===== src/design/ppad_pkg.sv =====
`timescale 1ns / 1ps
`default_nettype none
// ----------------------------------------------------------------------------
// ppad_pkg
// Shared types, constants and the angle pattern tables of the pad decoder.
// ----------------------------------------------------------------------------
package ppad_pkg;

  localparam int SAMPLE_WIDTH_DEF = 16;
  localparam int ANGLE_W          = 10;
  localparam int NROWS            = 12;
  localparam int NPASS            = 5;
  localparam int ROW_W            = 4;

  typedef enum logic [1:0] {
    CLS_N = 2'd0,
    CLS_Q = 2'd1,
    CLS_H = 2'd2,
    CLS_Z = 2'd3
  } cls_t;

  typedef enum logic [1:0] {
    KIND_NONE    = 2'd0,
    KIND_SIMPLE  = 2'd1,
    KIND_COMPLEX = 2'd2,
    KIND_RSVD    = 2'd3
  } kind_t;

  typedef enum logic [3:0] {
    ST_IDLE,
    ST_PREP,
    ST_SRCH,
    ST_NUM,
    ST_DA_GO,
    ST_DA_WAIT,
    ST_DB_GO,
    ST_DB_WAIT,
    ST_EMIT,
    ST_NONE
  } state_t;

  typedef struct packed {
    logic load;
    logic prep;
    logic pass_adv;
    logic store_simple;
    logic latch_row;
    logic calc_num;
    logic div_start_a;
    logic div_start_b;
    logic latch_qa;
    logic store_cplx;
    logic emit_step;
    logic out_valid;
    logic out_none;
  } cmd_t;

  typedef struct packed {
    logic at_end;
    logic pass_first;
    logic pass_last;
    logic hit_s;
    logic hit_c;
    logic cnt_zero;
    logic div_done;
    logic idx_last;
  } stat_t;

  function automatic logic [7:0] pcode(cls_t a, cls_t b, cls_t c, cls_t d);
    return {a, b, c, d};
  endfunction

  localparam logic [7:0] WHOLE_CODE [NROWS] = '{
    pcode(CLS_H, CLS_Q, CLS_Q, CLS_Z), pcode(CLS_Q, CLS_Q, CLS_H, CLS_Z),
    pcode(CLS_Z, CLS_H, CLS_H, CLS_Z), pcode(CLS_Z, CLS_H, CLS_Q, CLS_Q),
    pcode(CLS_Z, CLS_Q, CLS_Q, CLS_H), pcode(CLS_Z, CLS_Z, CLS_H, CLS_H),
    pcode(CLS_Q, CLS_Z, CLS_H, CLS_Q), pcode(CLS_H, CLS_Z, CLS_Q, CLS_Q),
    pcode(CLS_H, CLS_Z, CLS_Z, CLS_H), pcode(CLS_Q, CLS_Q, CLS_Z, CLS_H),
    pcode(CLS_Q, CLS_H, CLS_Z, CLS_Q), pcode(CLS_H, CLS_H, CLS_Z, CLS_Z)
  };

  localparam logic [7:0] SPLIT_CODE [NROWS] = '{
    pcode(CLS_N, CLS_Q, CLS_N, CLS_Z), pcode(CLS_N, CLS_N, CLS_H, CLS_Z),
    pcode(CLS_Z, CLS_H, CLS_N, CLS_N), pcode(CLS_Z, CLS_N, CLS_Q, CLS_N),
    pcode(CLS_Z, CLS_N, CLS_N, CLS_H), pcode(CLS_N, CLS_Z, CLS_H, CLS_N),
    pcode(CLS_N, CLS_Z, CLS_N, CLS_Q), pcode(CLS_H, CLS_Z, CLS_N, CLS_N),
    pcode(CLS_N, CLS_N, CLS_Z, CLS_H), pcode(CLS_Q, CLS_N, CLS_Z, CLS_N),
    pcode(CLS_N, CLS_H, CLS_Z, CLS_N), pcode(CLS_H, CLS_N, CLS_N, CLS_Z)
  };

  localparam logic [3:0] STEP [NROWS] = '{
    4'd0, 4'd1, 4'd2, 4'd3, 4'd4, 4'd5, 4'd6, 4'd7, 4'd8, 4'd9, 4'd10, 4'd11
  };

  localparam logic [1:0] PAD_ONE [NROWS] = '{
    2'd2, 2'd1, 2'd3, 2'd3, 2'd2, 2'd0, 2'd0, 2'd3, 2'd1, 2'd1, 2'd0, 2'd2
  };

  localparam logic signed [4:0] K_ONE [NROWS] = '{
    -5'sd1, 5'sd0, 5'sd2, 5'sd2, 5'sd3, 5'sd5, 5'sd5, 5'sd6, 5'sd8, 5'sd8, 5'sd9, 5'sd11
  };

  localparam logic [1:0] PAD_TWO [NROWS] = '{
    2'd0, 2'd0, 2'd2, 2'd1, 2'd1, 2'd3, 2'd2, 2'd2, 2'd0, 2'd3, 2'd3, 2'd1
  };

  localparam logic signed [4:0] K_TWO [NROWS] = '{
    5'sd2, 5'sd2, 5'sd4, 5'sd5, 5'sd5, 5'sd7, 5'sd8, 5'sd8, 5'sd10, 5'sd11, 5'sd11, 5'sd13
  };

endpackage

`default_nettype wire


===== src/design/ppad_div.sv =====
`timescale 1ns / 1ps
`default_nettype none
// ----------------------------------------------------------------------------
// ppad_div
// Restoring divider, one quotient bit per cycle, signed numerator,
// quotient truncated toward zero. Quotient magnitude must fit ANGLE_W bits.
// ----------------------------------------------------------------------------
module ppad_div import ppad_pkg::*; #(
  parameter int NW = 28,
  parameter int DW = 18
) (
  input  wire logic                        clk,
  input  wire logic                        rst,
  input  wire logic                        start,
  input  wire logic signed [NW-1:0]        num,
  input  wire logic [DW-1:0]               den,
  output logic                             done,
  output logic signed [ANGLE_W-1:0]        quo
);

  localparam int CW  = (NW > DW + ANGLE_W) ? NW : DW + ANGLE_W;
  localparam int SCW = $clog2(ANGLE_W);

  logic [NW-1:0]          rem;
  logic [DW+ANGLE_W-1:0]  dsh;
  logic [ANGLE_W-1:0]     q;
  logic [SCW-1:0]         step;
  logic                   run;
  logic                   neg;
  logic [NW-1:0]          num_abs;
  logic                   fits;
  logic [CW-1:0]          diff;

  assign num_abs = num[NW-1] ? NW'(-num) : NW'(num);
  assign fits    = CW'(rem) >= CW'(dsh);
  assign diff    = CW'(rem) - CW'(dsh);
  assign quo     = neg ? ANGLE_W'(-$signed(q)) : $signed(q);

  always_ff @(posedge clk) begin
    if (rst) begin
      run  <= 1'b0;
      done <= 1'b0;
    end else begin
      done <= 1'b0;
      if (start) begin
        run <= 1'b1;
      end else if (run && step == '0) begin
        run  <= 1'b0;
        done <= 1'b1;
      end
    end
  end

  // first trial subtracts den << (ANGLE_W-1), last one den itself
  always_ff @(posedge clk) begin
    if (start) begin
      rem  <= num_abs;
      neg  <= num[NW-1];
      dsh  <= {1'b0, den, {(ANGLE_W-1){1'b0}}};
      step <= SCW'(ANGLE_W - 1);
      q    <= '0;
    end else if (run) begin
      if (fits) begin
        rem <= NW'(diff);
      end
      q    <= {q[ANGLE_W-2:0], fits};
      dsh  <= dsh >> 1;
      step <= step - 1'b1;
    end
  end

endmodule

`default_nettype wire


===== src/design/ppad_dp.sv =====
`timescale 1ns / 1ps
`default_nettype none
// ----------------------------------------------------------------------------
// ppad_dp
// Datapath: pad normalization, per-pass classification and table lookup,
// numerator build, divider, hit buffer and result registers.
// ----------------------------------------------------------------------------
module ppad_dp import ppad_pkg::*; #(
  parameter int SAMPLE_WIDTH = SAMPLE_WIDTH_DEF
) (
  input  wire logic                      clk,
  input  wire logic                      rst,
  input  wire cmd_t                      cmd,
  output stat_t                          stat,
  input  wire logic [SAMPLE_WIDTH-1:0]   pad_a,
  input  wire logic [SAMPLE_WIDTH-1:0]   pad_b,
  input  wire logic [SAMPLE_WIDTH-1:0]   pad_c,
  input  wire logic [SAMPLE_WIDTH-1:0]   pad_d,
  output logic                           result_valid,
  output logic [1:0]                     match_kind,
  output logic signed [ANGLE_W-1:0]      angle_first,
  output logic signed [ANGLE_W-1:0]      angle_second,
  output logic [ANGLE_W-1:0]             spread,
  output logic [14:0]                    margin_used,
  output logic [2:0]                     loose_pad,
  output logic                           last
);

  localparam int SW  = SAMPLE_WIDTH;
  localparam int TW  = SW + 2;   // sum of four pads
  localparam int MW  = SW - 1;   // margin, below total/8
  localparam int SNW = SW + 7;   // 4*v + k*total
  localparam int NW  = SW + 12;  // times 30

  logic [SW-1:0]  raw [4];
  logic [SW-1:0]  v   [4];
  logic [TW-1:0]  total;
  logic [MW-1:0]  margin;
  logic [2:0]     pass;
  logic [2:0]     cnt;
  logic [2:0]     idx;
  logic [ROW_W-1:0] row;
  logic signed [NW-1:0] numa, numb;
  logic signed [ANGLE_W-1:0] qa;

  logic [1:0]                 bk_kind [NPASS];
  logic signed [ANGLE_W-1:0]  bk_a    [NPASS];
  logic signed [ANGLE_W-1:0]  bk_b    [NPASS];
  logic [2:0]                 bk_pass [NPASS];

  // normalization
  logic [SW-1:0] lo01, lo23, lo;
  assign lo01 = (raw[1] < raw[0]) ? raw[1] : raw[0];
  assign lo23 = (raw[3] < raw[2]) ? raw[3] : raw[2];
  assign lo   = (lo23 < lo01) ? lo23 : lo01;

  logic [TW-1:0] half, quarter;
  logic [MW-1:0] limit;
  assign half    = total >> 1;
  assign quarter = total >> 2;
  assign limit   = MW'(total >> 3);

  // classification of the current pass
  logic [7:0] code;
  logic [2:0] ncnt;
  always_comb begin
    logic [TW-1:0] tol;
    logic [TW-1:0] vv;
    logic [TW-1:0] dq;
    logic [TW-1:0] dh;
    cls_t c;
    code = '0;
    ncnt = '0;
    for (int i = 0; i < 4; i++) begin
      tol = TW'(margin) + TW'(pass == 3'(i + 1));
      vv  = TW'(v[i]);
      dq  = (vv >= quarter) ? vv - quarter : quarter - vv;
      dh  = (vv >= half) ? vv - half : half - vv;
      if (vv < tol) begin
        c = CLS_Z;
      end else if (dq < tol) begin
        c = CLS_Q;
      end else if (dh < tol) begin
        c = CLS_H;
      end else begin
        c = CLS_N;
        ncnt = ncnt + 1'b1;
      end
      code = {code[5:0], c};
    end
  end

  logic             wfound, sfound;
  logic [ROW_W-1:0] wrow, srow;
  always_comb begin
    wfound = 1'b0;
    sfound = 1'b0;
    wrow   = '0;
    srow   = '0;
    for (int r = 0; r < NROWS; r++) begin
      if (!wfound && WHOLE_CODE[r] == code) begin
        wfound = 1'b1;
        wrow   = ROW_W'(r);
      end
      if (!sfound && SPLIT_CODE[r] == code) begin
        sfound = 1'b1;
        srow   = ROW_W'(r);
      end
    end
  end

  logic signed [ANGLE_W-1:0] simple_angle;
  assign simple_angle = ANGLE_W'(ANGLE_W'(STEP[wrow]) * ANGLE_W'(30));

  // numerators of the two interpolated angles
  logic signed [SNW-1:0] tot_s, sa, sb;
  assign tot_s = $signed(SNW'(total));
  assign sa = $signed(SNW'({v[PAD_ONE[row]], 2'b00})) + SNW'(K_ONE[row]) * tot_s;
  assign sb = SNW'(K_TWO[row]) * tot_s - $signed(SNW'({v[PAD_TWO[row]], 2'b00}));

  logic signed [NW-1:0] sa_w, sb_w;
  assign sa_w = NW'(sa);
  assign sb_w = NW'(sb);

  logic                      div_done;
  logic signed [ANGLE_W-1:0] quo;
  ppad_div #(.NW(NW), .DW(TW)) u_div (
    .clk   (clk),
    .rst   (rst),
    .start (cmd.div_start_a | cmd.div_start_b),
    .num   (cmd.div_start_a ? numa : numb),
    .den   (total),
    .done  (div_done),
    .quo   (quo)
  );

  always_ff @(posedge clk) begin
    if (cmd.load) begin
      raw[0] <= pad_a;
      raw[1] <= pad_b;
      raw[2] <= pad_c;
      raw[3] <= pad_d;
    end
    if (cmd.prep) begin
      for (int i = 0; i < 4; i++) begin
        v[i] <= raw[i] - lo;
      end
      total <= TW'(raw[0] - lo) + TW'(raw[1] - lo) + TW'(raw[2] - lo) + TW'(raw[3] - lo);
    end
    if (cmd.latch_row) begin
      row <= srow;
    end
    if (cmd.calc_num) begin
      numa <= (sa_w <<< 5) - (sa_w <<< 1);
      numb <= (sb_w <<< 5) - (sb_w <<< 1);
    end
    if (cmd.latch_qa) begin
      qa <= quo;
    end
    if (cmd.store_simple) begin
      bk_kind[cnt] <= KIND_SIMPLE;
      bk_a[cnt]    <= simple_angle;
      bk_b[cnt]    <= simple_angle;
      bk_pass[cnt] <= pass;
    end
    if (cmd.store_cplx) begin
      bk_kind[cnt] <= KIND_COMPLEX;
      bk_a[cnt]    <= qa;
      bk_b[cnt]    <= quo;
      bk_pass[cnt] <= pass;
    end
  end

  // search counters
  always_ff @(posedge clk) begin
    if (rst) begin
      margin <= '0;
      pass   <= '0;
      cnt    <= '0;
      idx    <= '0;
    end else begin
      if (cmd.prep) begin
        margin <= '0;
        pass   <= '0;
        cnt    <= '0;
        idx    <= '0;
      end else begin
        if (cmd.pass_adv) begin
          if (pass == 3'(NPASS - 1)) begin
            pass   <= '0;
            margin <= margin + 1'b1;
          end else begin
            pass <= pass + 1'b1;
          end
        end
        if (cmd.store_simple || cmd.store_cplx) begin
          cnt <= cnt + 1'b1;
        end
        if (cmd.emit_step) begin
          idx <= idx + 1'b1;
        end
      end
    end
  end

  assign stat.at_end     = margin >= limit;
  assign stat.pass_first = pass == '0;
  assign stat.pass_last  = pass == 3'(NPASS - 1);
  assign stat.hit_s      = ncnt == 3'd0 && wfound;
  assign stat.hit_c      = ncnt == 3'd2 && sfound;
  assign stat.cnt_zero   = cnt == '0;
  assign stat.div_done   = div_done;
  assign stat.idx_last   = idx == cnt - 1'b1;

  // result registers
  // by emit time the last pass has already stepped margin one past the hit
  logic signed [ANGLE_W:0] adiff;
  logic [ANGLE_W:0]        aabs;
  logic [MW+14:0]          mext;
  assign adiff = (ANGLE_W + 1)'(bk_a[idx]) - (ANGLE_W + 1)'(bk_b[idx]);
  assign aabs  = adiff[ANGLE_W] ? (ANGLE_W + 1)'(-adiff) : adiff;
  assign mext  = {15'b0, MW'(margin - 1'b1)};

  always_ff @(posedge clk) begin
    if (rst) begin
      result_valid <= 1'b0;
    end else begin
      result_valid <= cmd.out_valid;
    end
  end

  always_ff @(posedge clk) begin
    if (cmd.out_valid) begin
      if (cmd.out_none) begin
        match_kind   <= KIND_NONE;
        angle_first  <= '0;
        angle_second <= '0;
        spread       <= '0;
        margin_used  <= '0;
        loose_pad    <= '0;
        last         <= 1'b1;
      end else begin
        match_kind   <= bk_kind[idx];
        angle_first  <= bk_a[idx];
        angle_second <= bk_b[idx];
        spread       <= aabs[ANGLE_W-1:0];
        margin_used  <= mext[14:0];
        loose_pad    <= bk_pass[idx];
        last         <= stat.idx_last;
      end
    end
  end

endmodule

`default_nettype wire


===== src/design/ppad_ctrl.sv =====
`timescale 1ns / 1ps
`default_nettype none
// ----------------------------------------------------------------------------
// ppad_ctrl
// Sequencer for the margin/pass search, divisions and result beats.
// ----------------------------------------------------------------------------
module ppad_ctrl import ppad_pkg::*; (
  input  wire logic  clk,
  input  wire logic  rst,
  input  wire logic  start,
  input  wire stat_t stat,
  output cmd_t       cmd,
  output logic       busy
);

  state_t state, state_next;

  always_ff @(posedge clk) begin
    if (rst) begin
      state <= ST_IDLE;
    end else begin
      state <= state_next;
    end
  end

  assign busy = state != ST_IDLE;

  always_comb begin
    state_next = state;
    case (state)
      ST_IDLE:    if (start) state_next = ST_PREP;
      ST_PREP:    state_next = ST_SRCH;
      ST_SRCH: begin
        if (stat.pass_first && stat.at_end) begin
          state_next = ST_NONE;
        end else if (stat.hit_c) begin
          state_next = ST_NUM;
        end else if (stat.pass_last && (!stat.cnt_zero || stat.hit_s)) begin
          state_next = ST_EMIT;
        end
      end
      ST_NUM:     state_next = ST_DA_GO;
      ST_DA_GO:   state_next = ST_DA_WAIT;
      ST_DA_WAIT: if (stat.div_done) state_next = ST_DB_GO;
      ST_DB_GO:   state_next = ST_DB_WAIT;
      ST_DB_WAIT: begin
        if (stat.div_done) begin
          state_next = stat.pass_last ? ST_EMIT : ST_SRCH;
        end
      end
      ST_EMIT:    if (stat.idx_last) state_next = ST_IDLE;
      ST_NONE:    state_next = ST_IDLE;
      default:    state_next = ST_IDLE;
    endcase
  end

  always_comb begin
    cmd = '0;
    case (state)
      ST_IDLE:  cmd.load = start;
      ST_PREP:  cmd.prep = 1'b1;
      ST_SRCH: begin
        if (!(stat.pass_first && stat.at_end)) begin
          if (stat.hit_c) begin
            cmd.latch_row = 1'b1;
          end else begin
            cmd.store_simple = stat.hit_s;
            cmd.pass_adv     = 1'b1;
          end
        end
      end
      ST_NUM:     cmd.calc_num = 1'b1;
      ST_DA_GO:   cmd.div_start_a = 1'b1;
      ST_DA_WAIT: cmd.latch_qa = stat.div_done;
      ST_DB_GO:   cmd.div_start_b = 1'b1;
      ST_DB_WAIT: begin
        cmd.store_cplx = stat.div_done;
        cmd.pass_adv   = stat.div_done;
      end
      ST_EMIT: begin
        cmd.out_valid = 1'b1;
        cmd.emit_step = !stat.idx_last;
      end
      ST_NONE: begin
        cmd.out_valid = 1'b1;
        cmd.out_none  = 1'b1;
      end
      default: cmd = '0;
    endcase
  end

endmodule

`default_nettype wire


===== src/design/pad_pattern_angle_decoder.sv =====
`timescale 1ns / 1ps
`default_nettype none
// Sequence: after the accepting edge a prep state, then one search state per pass (5 per
//   margin, margins below total/8), plus two 10-step divisions per complex hit;
//   the buffered result beats are played out after the search.
// Throughput: one item at a time; busy drops in the cycle of the last result beat.
// Results: one beat per cycle, output register, receiver cannot stall.
// Reset: rst synchronous active high, returns to idle, drops result_valid.
// ----------------------------------------------------------------------------
// pad_pattern_angle_decoder
// Four-pad capacitive angle decoder: normalizes the pads, searches a rising
// tolerance margin over five passes each, emits every pattern hit of the
// first margin that has any, or one not-found beat.
// ----------------------------------------------------------------------------
module pad_pattern_angle_decoder import ppad_pkg::*; #(
  parameter int SAMPLE_WIDTH = SAMPLE_WIDTH_DEF
) (
  input  wire logic                     clk,
  input  wire logic                     rst,
  input  wire logic                     start,
  output logic                          busy,
  input  wire logic [SAMPLE_WIDTH-1:0]  pad_a,
  input  wire logic [SAMPLE_WIDTH-1:0]  pad_b,
  input  wire logic [SAMPLE_WIDTH-1:0]  pad_c,
  input  wire logic [SAMPLE_WIDTH-1:0]  pad_d,
  output logic                          result_valid,
  output logic [1:0]                    match_kind,
  output logic signed [ANGLE_W-1:0]     angle_first,
  output logic signed [ANGLE_W-1:0]     angle_second,
  output logic [ANGLE_W-1:0]            spread,
  output logic [14:0]                   margin_used,
  output logic [2:0]                    loose_pad,
  output logic                          last
);

  // Command and status buses between sequencer and datapath.
  cmd_t  cmd;
  stat_t stat;

  // Sequencer: accepts an item on start while idle, walks margin/pass,
  // runs the two divisions per complex hit, then plays out buffered beats.
  ppad_ctrl u_ctrl (
    .clk   (clk),
    .rst   (rst),
    .start (start),
    .stat  (stat),
    .cmd   (cmd),
    .busy  (busy)
  );

  // Datapath: hits of one margin are buffered (up to five) so that the
  // final beat can carry last.
  ppad_dp #(.SAMPLE_WIDTH(SAMPLE_WIDTH)) u_dp (
    .clk          (clk),
    .rst          (rst),
    .cmd          (cmd),
    .stat         (stat),
    .pad_a        (pad_a),
    .pad_b        (pad_b),
    .pad_c        (pad_c),
    .pad_d        (pad_d),
    .result_valid (result_valid),
    .match_kind   (match_kind),
    .angle_first  (angle_first),
    .angle_second (angle_second),
    .spread       (spread),
    .margin_used  (margin_used),
    .loose_pad    (loose_pad),
    .last         (last)
  );

endmodule

`default_nettype wire


===== config.mk =====
export PLATFORM = sky130hd
export DESIGN_NAME = pad_pattern_angle_decoder
export DESIGN_NICKNAME = d
export VERILOG_FILES = /design/src/design/ppad_pkg.sv /design/src/design/ppad_div.sv /design/src/design/ppad_dp.sv /design/src/design/ppad_ctrl.sv /design/src/design/pad_pattern_angle_decoder.sv
export SDC_FILE = /design/constraint.sdc
export NUM_CORES = 2
export LEC_CHECK = 0
export ABC_AREA = 1
export BUFFER_PORTS_ARGS = -buffer_cell sky130_fd_sc_hd__buf_4
export CAP_MARGIN = 10
export CORE_ASPECT_RATIO = 1.2
export CORE_UTILIZATION = 48
export CTS_CLUSTER_SIZE = 25
export DETAILED_ROUTE_END_ITERATION = 8
export PLACE_DENSITY_LB_ADDON = 0.3
export SLEW_MARGIN = 20
export SYNTH_ARGS = -nofsm -noshare
export SYNTH_HDL_FRONTEND = slang
export SYNTH_SLANG_ARGS = --single-unit

===== constraint.sdc =====
create_clock -name clk -period 7.7 [get_ports clk]
set_input_delay 0.77 -clock clk [delete_from_list [all_inputs] [get_ports clk]]
set_output_delay 0.77 -clock clk [all_outputs]
set_load 0.05 [all_outputs]

==> flow_summary.ini <==
[routing]
drc_errors = 0
drt-wirelength-per-cell_microns = 22.4
vias_per_cell = 5.57
drtPass1Iterations = 9
wl_microns = 223000
drt_iter0_markers = 4273
antenna_left = 0
vias = 55500

[grt]
track_usage_pct = 37.4
grt_first_pass_wirelength_microns = 324000
grt_pass1_vias = 53900
overflow = 0
antenna_found_initial = 3
grt_start_max_net_pins = 93

[die]
die-area_sq_um = 116000
fp.dieH_microns = 372
core_sq_um = 113000
rows = 135
ioPinCount = 120
initial_core_util_pct = 48.5
dieWidth_microns = 311

[clocking]
cts_htree_levels = 2
clockBufferDepth = 3
cts_buffers = 52
root_buffer = clkbuf_16
clk_latency_ns = 0.69
cts_tree = done
path_clk_slew_ns = 0.06
ctsHoldBuffers = 0
cts_sinks = 494

[synth]
async_flop_share_pct = 0
yosysMostFrequentCell = nand2_1
postSynthCellCount = 7145
synth_top_family_by_area = adder cells
synth_compound_area_share_pct = 15.1
syn_area_sq_um = 54800
synth_mux_area_share_pct = 0.758
ys_top_cells_by_count = nand2_1 (1472), inv_1 (1104), ha_1 (793)
synthSimpleGateAreaFrac_pct = 18.9
synth_area_leaders = edfxtp_1 (24%), ha_1 (18%), nand2_1 (10%)
ys_seq_area_share_pct = 26.0
synth_warnings = 0
yosysTopAreaCellShare_pct = 23.9
yosys.area.top_type = edfxtp_1
ys_seq_elements = 494
ys_types = 69
synth_flop_cell = edfxtp_1
synth_edf_count = 437
postSynthAreaPerCell_sq_um = 7.67
syn_nets = 8179
synth_xor_area_share_pct = 5.94
yosys.area_share.adder_pct = 24.5

[timing]
post-route-min-period_ns = 8.49
finalSetupViolCount = 7
rsz0062_at_grt = yes
fin_worst_skew_ns = 0.0489
tightest_slew_ns = 0.926
setup_ws_ns = -0.786
slew_viol_final = 0
slew_headroom_pct = 38.1
hold_violations = 0
tns_ns = -3.07
post-route-period-util_pct = 110
max_freq_mhz = 118

[final_layout]
nets = 9436
area_delta_synth_final_pct = 29.9
fillCellCount = 9892
fin_util_pct = 63.0
finalInstanceArea_sq_um = 71200
drive_gt1_share_pct = 23.2
fin_cells = 9955

[setup_path]
crit_slowest_cell = fa_2
slowest_delay_ns = 0.56
worstReg2RegEnd = u_dp.total[17]
start_kind = flip-flop
crit_fanout = 14
worstSetupStartpoint = u_dp.raw[3][1]
crit_end = u_dp.total[17]
r2r-start = u_dp.raw[3][1]
arrival_ns = 8.89
rrSetupSlack_ns = -0.79
worstSetupEndpointType = flip-flop
crit_type = reg -> reg
required_ns = 8.10
r2r_cells = 49

[placement]
io_buffers = 119
placed_cells = 9748
gp_congestion = 1.08
place_area_sq_um = 65800
hpwl_microns = 181000

[min_path]
hold_depth = 1
min-delay-path-class = in -> reg

[status]
violations = setup timing
status = finished, violations left

[run]
cap_violations = 0
state kept, by name, summed over array words and instances (netlist names), 10 cells and up, named ones only:
name,cells
u_dp.raw,64
u_dp.v,64
u_dp.bk_a,50
u_dp.bk_b,50
u_dp.u_div.rem,28
u_dp.numa,27
u_dp.numb,27
u_dp.u_div.dsh,27
u_dp.total,18
u_dp.bk_pass,15
u_dp.margin,15
u_dp.margin_used,15
u_dp.angle_first,10
u_dp.angle_second,10
u_dp.bk_kind,10
u_dp.qa,10
u_dp.spread,10
u_dp.u_div.q,10
per-stage QoR:
stage | hold WS, ns | setup WS, ns
floorplan | 0.443 | -0.322
global placement | 0.462 | -1.22
detailed placement | 0.469 | -1.37
CTS | 0.233 | -0.588
global route | 0.251 | -1.23
finish | 0.263 | -0.786
worst min path at each step:
stage                                   from  slack [ns]                 end
final                               pad_a[2]        0.26      u_dp.raw[0][2]
after floorplan           u_dp.u_div.step[2]        0.44  u_dp.u_div.step[2]
after CTS                           pad_c[0]        0.23      u_dp.raw[2][0]
after global placement    u_dp.u_div.step[3]        0.46  u_dp.u_div.step[3]
after global routing                pad_d[2]        0.25      u_dp.raw[3][2]
after detailed placement  u_dp.u_div.step[2]        0.47  u_dp.u_div.step[2]
placed cells by master, fill, tap and decap left out, types with 27 or more instances in the layout:
cell,instances
nand3_1,193
a21oi_2,68
inv_1,1066
nor2_1,530
buf_12,37
nand4_1,55
o21ai_0,402
nor2_2,56
buf_6,32
ha_1,725
clkbuf_16,56
inv_2,57
nand3_2,27
a31oi_1,30
buf_4,1249
nor3_1,80
mux2i_1,39
o21ai_2,32
a21oi_1,581
nand2_2,59
o21ai_1,52
edfxtp_1,437
dfxtp_1,57
o21bai_1,59
a21o_1,42
xor2_1,254
nand2_1,1422
xnor2_1,94
ha_4,61
fa_1,166
layout make-up:
class,instances,area [sq um],area share (%)
Timing Repair inverter,2,12.5,0.0176
Clock buffer,53,1310,1.83
Multi-Input combinational cell,5378,38200,53.6
Sequential cell,494,14300,20.0
Timing Repair Buffer,1329,10700,15.0
Clock inverter,45,537,0.754
Tap cell,1507,1890,2.65
Antenna cell,2,5.00,0.00703
Inverter,1145,4340,6.10
cells by family (layout without fill, tap and decap cells):
group                    count (synthesis)  count (layout)
AND/OR/NAND/NOR                       2514            2514
AO/OA/AOI/OAI                         1485            1485
buffers and inverters                 1273            2574
adder cells (fa/ha/maj)                967             967
flip-flops                             494             494
XOR/XNOR                               371             371
multiplexers                            41              41
other                                    0               2
per-layer routing:
layer | vias to the layer above | part of all wire (%) | global-route usage, %
li1 | 26200 | - | -
met3 | 727 | 7.5 | 5.95
met5 | - | 0 | 0.331
met4 | 0 | 9.1 | 27.9
met1 | 26200 | 37 | 42.8
met2 | 2344 | 46 | 63.1
worst max-delay path, delay by kind of cell, from the launching register on:
family                     cells  cell delay, ns
DFF                            1            0.41
AOI/OAI and AO/OA             21            2.89
and+or+nand+nor               10            0.98
xor gates and xnor gates       3            0.49
buffers and inverters          9            1.19
adders and majority gates      6            2.23
repair_timing:
action,CTS,global route
buffers inserted,30,70
endpoints found under the setup margin,121,210
gates cloned,3,6
resized for setup,174,435
pin swaps,56,130
Power is left out: the tool's default activity adds up to more than one toggle a clock period on the data nets, which glitch-free logic cannot reach.
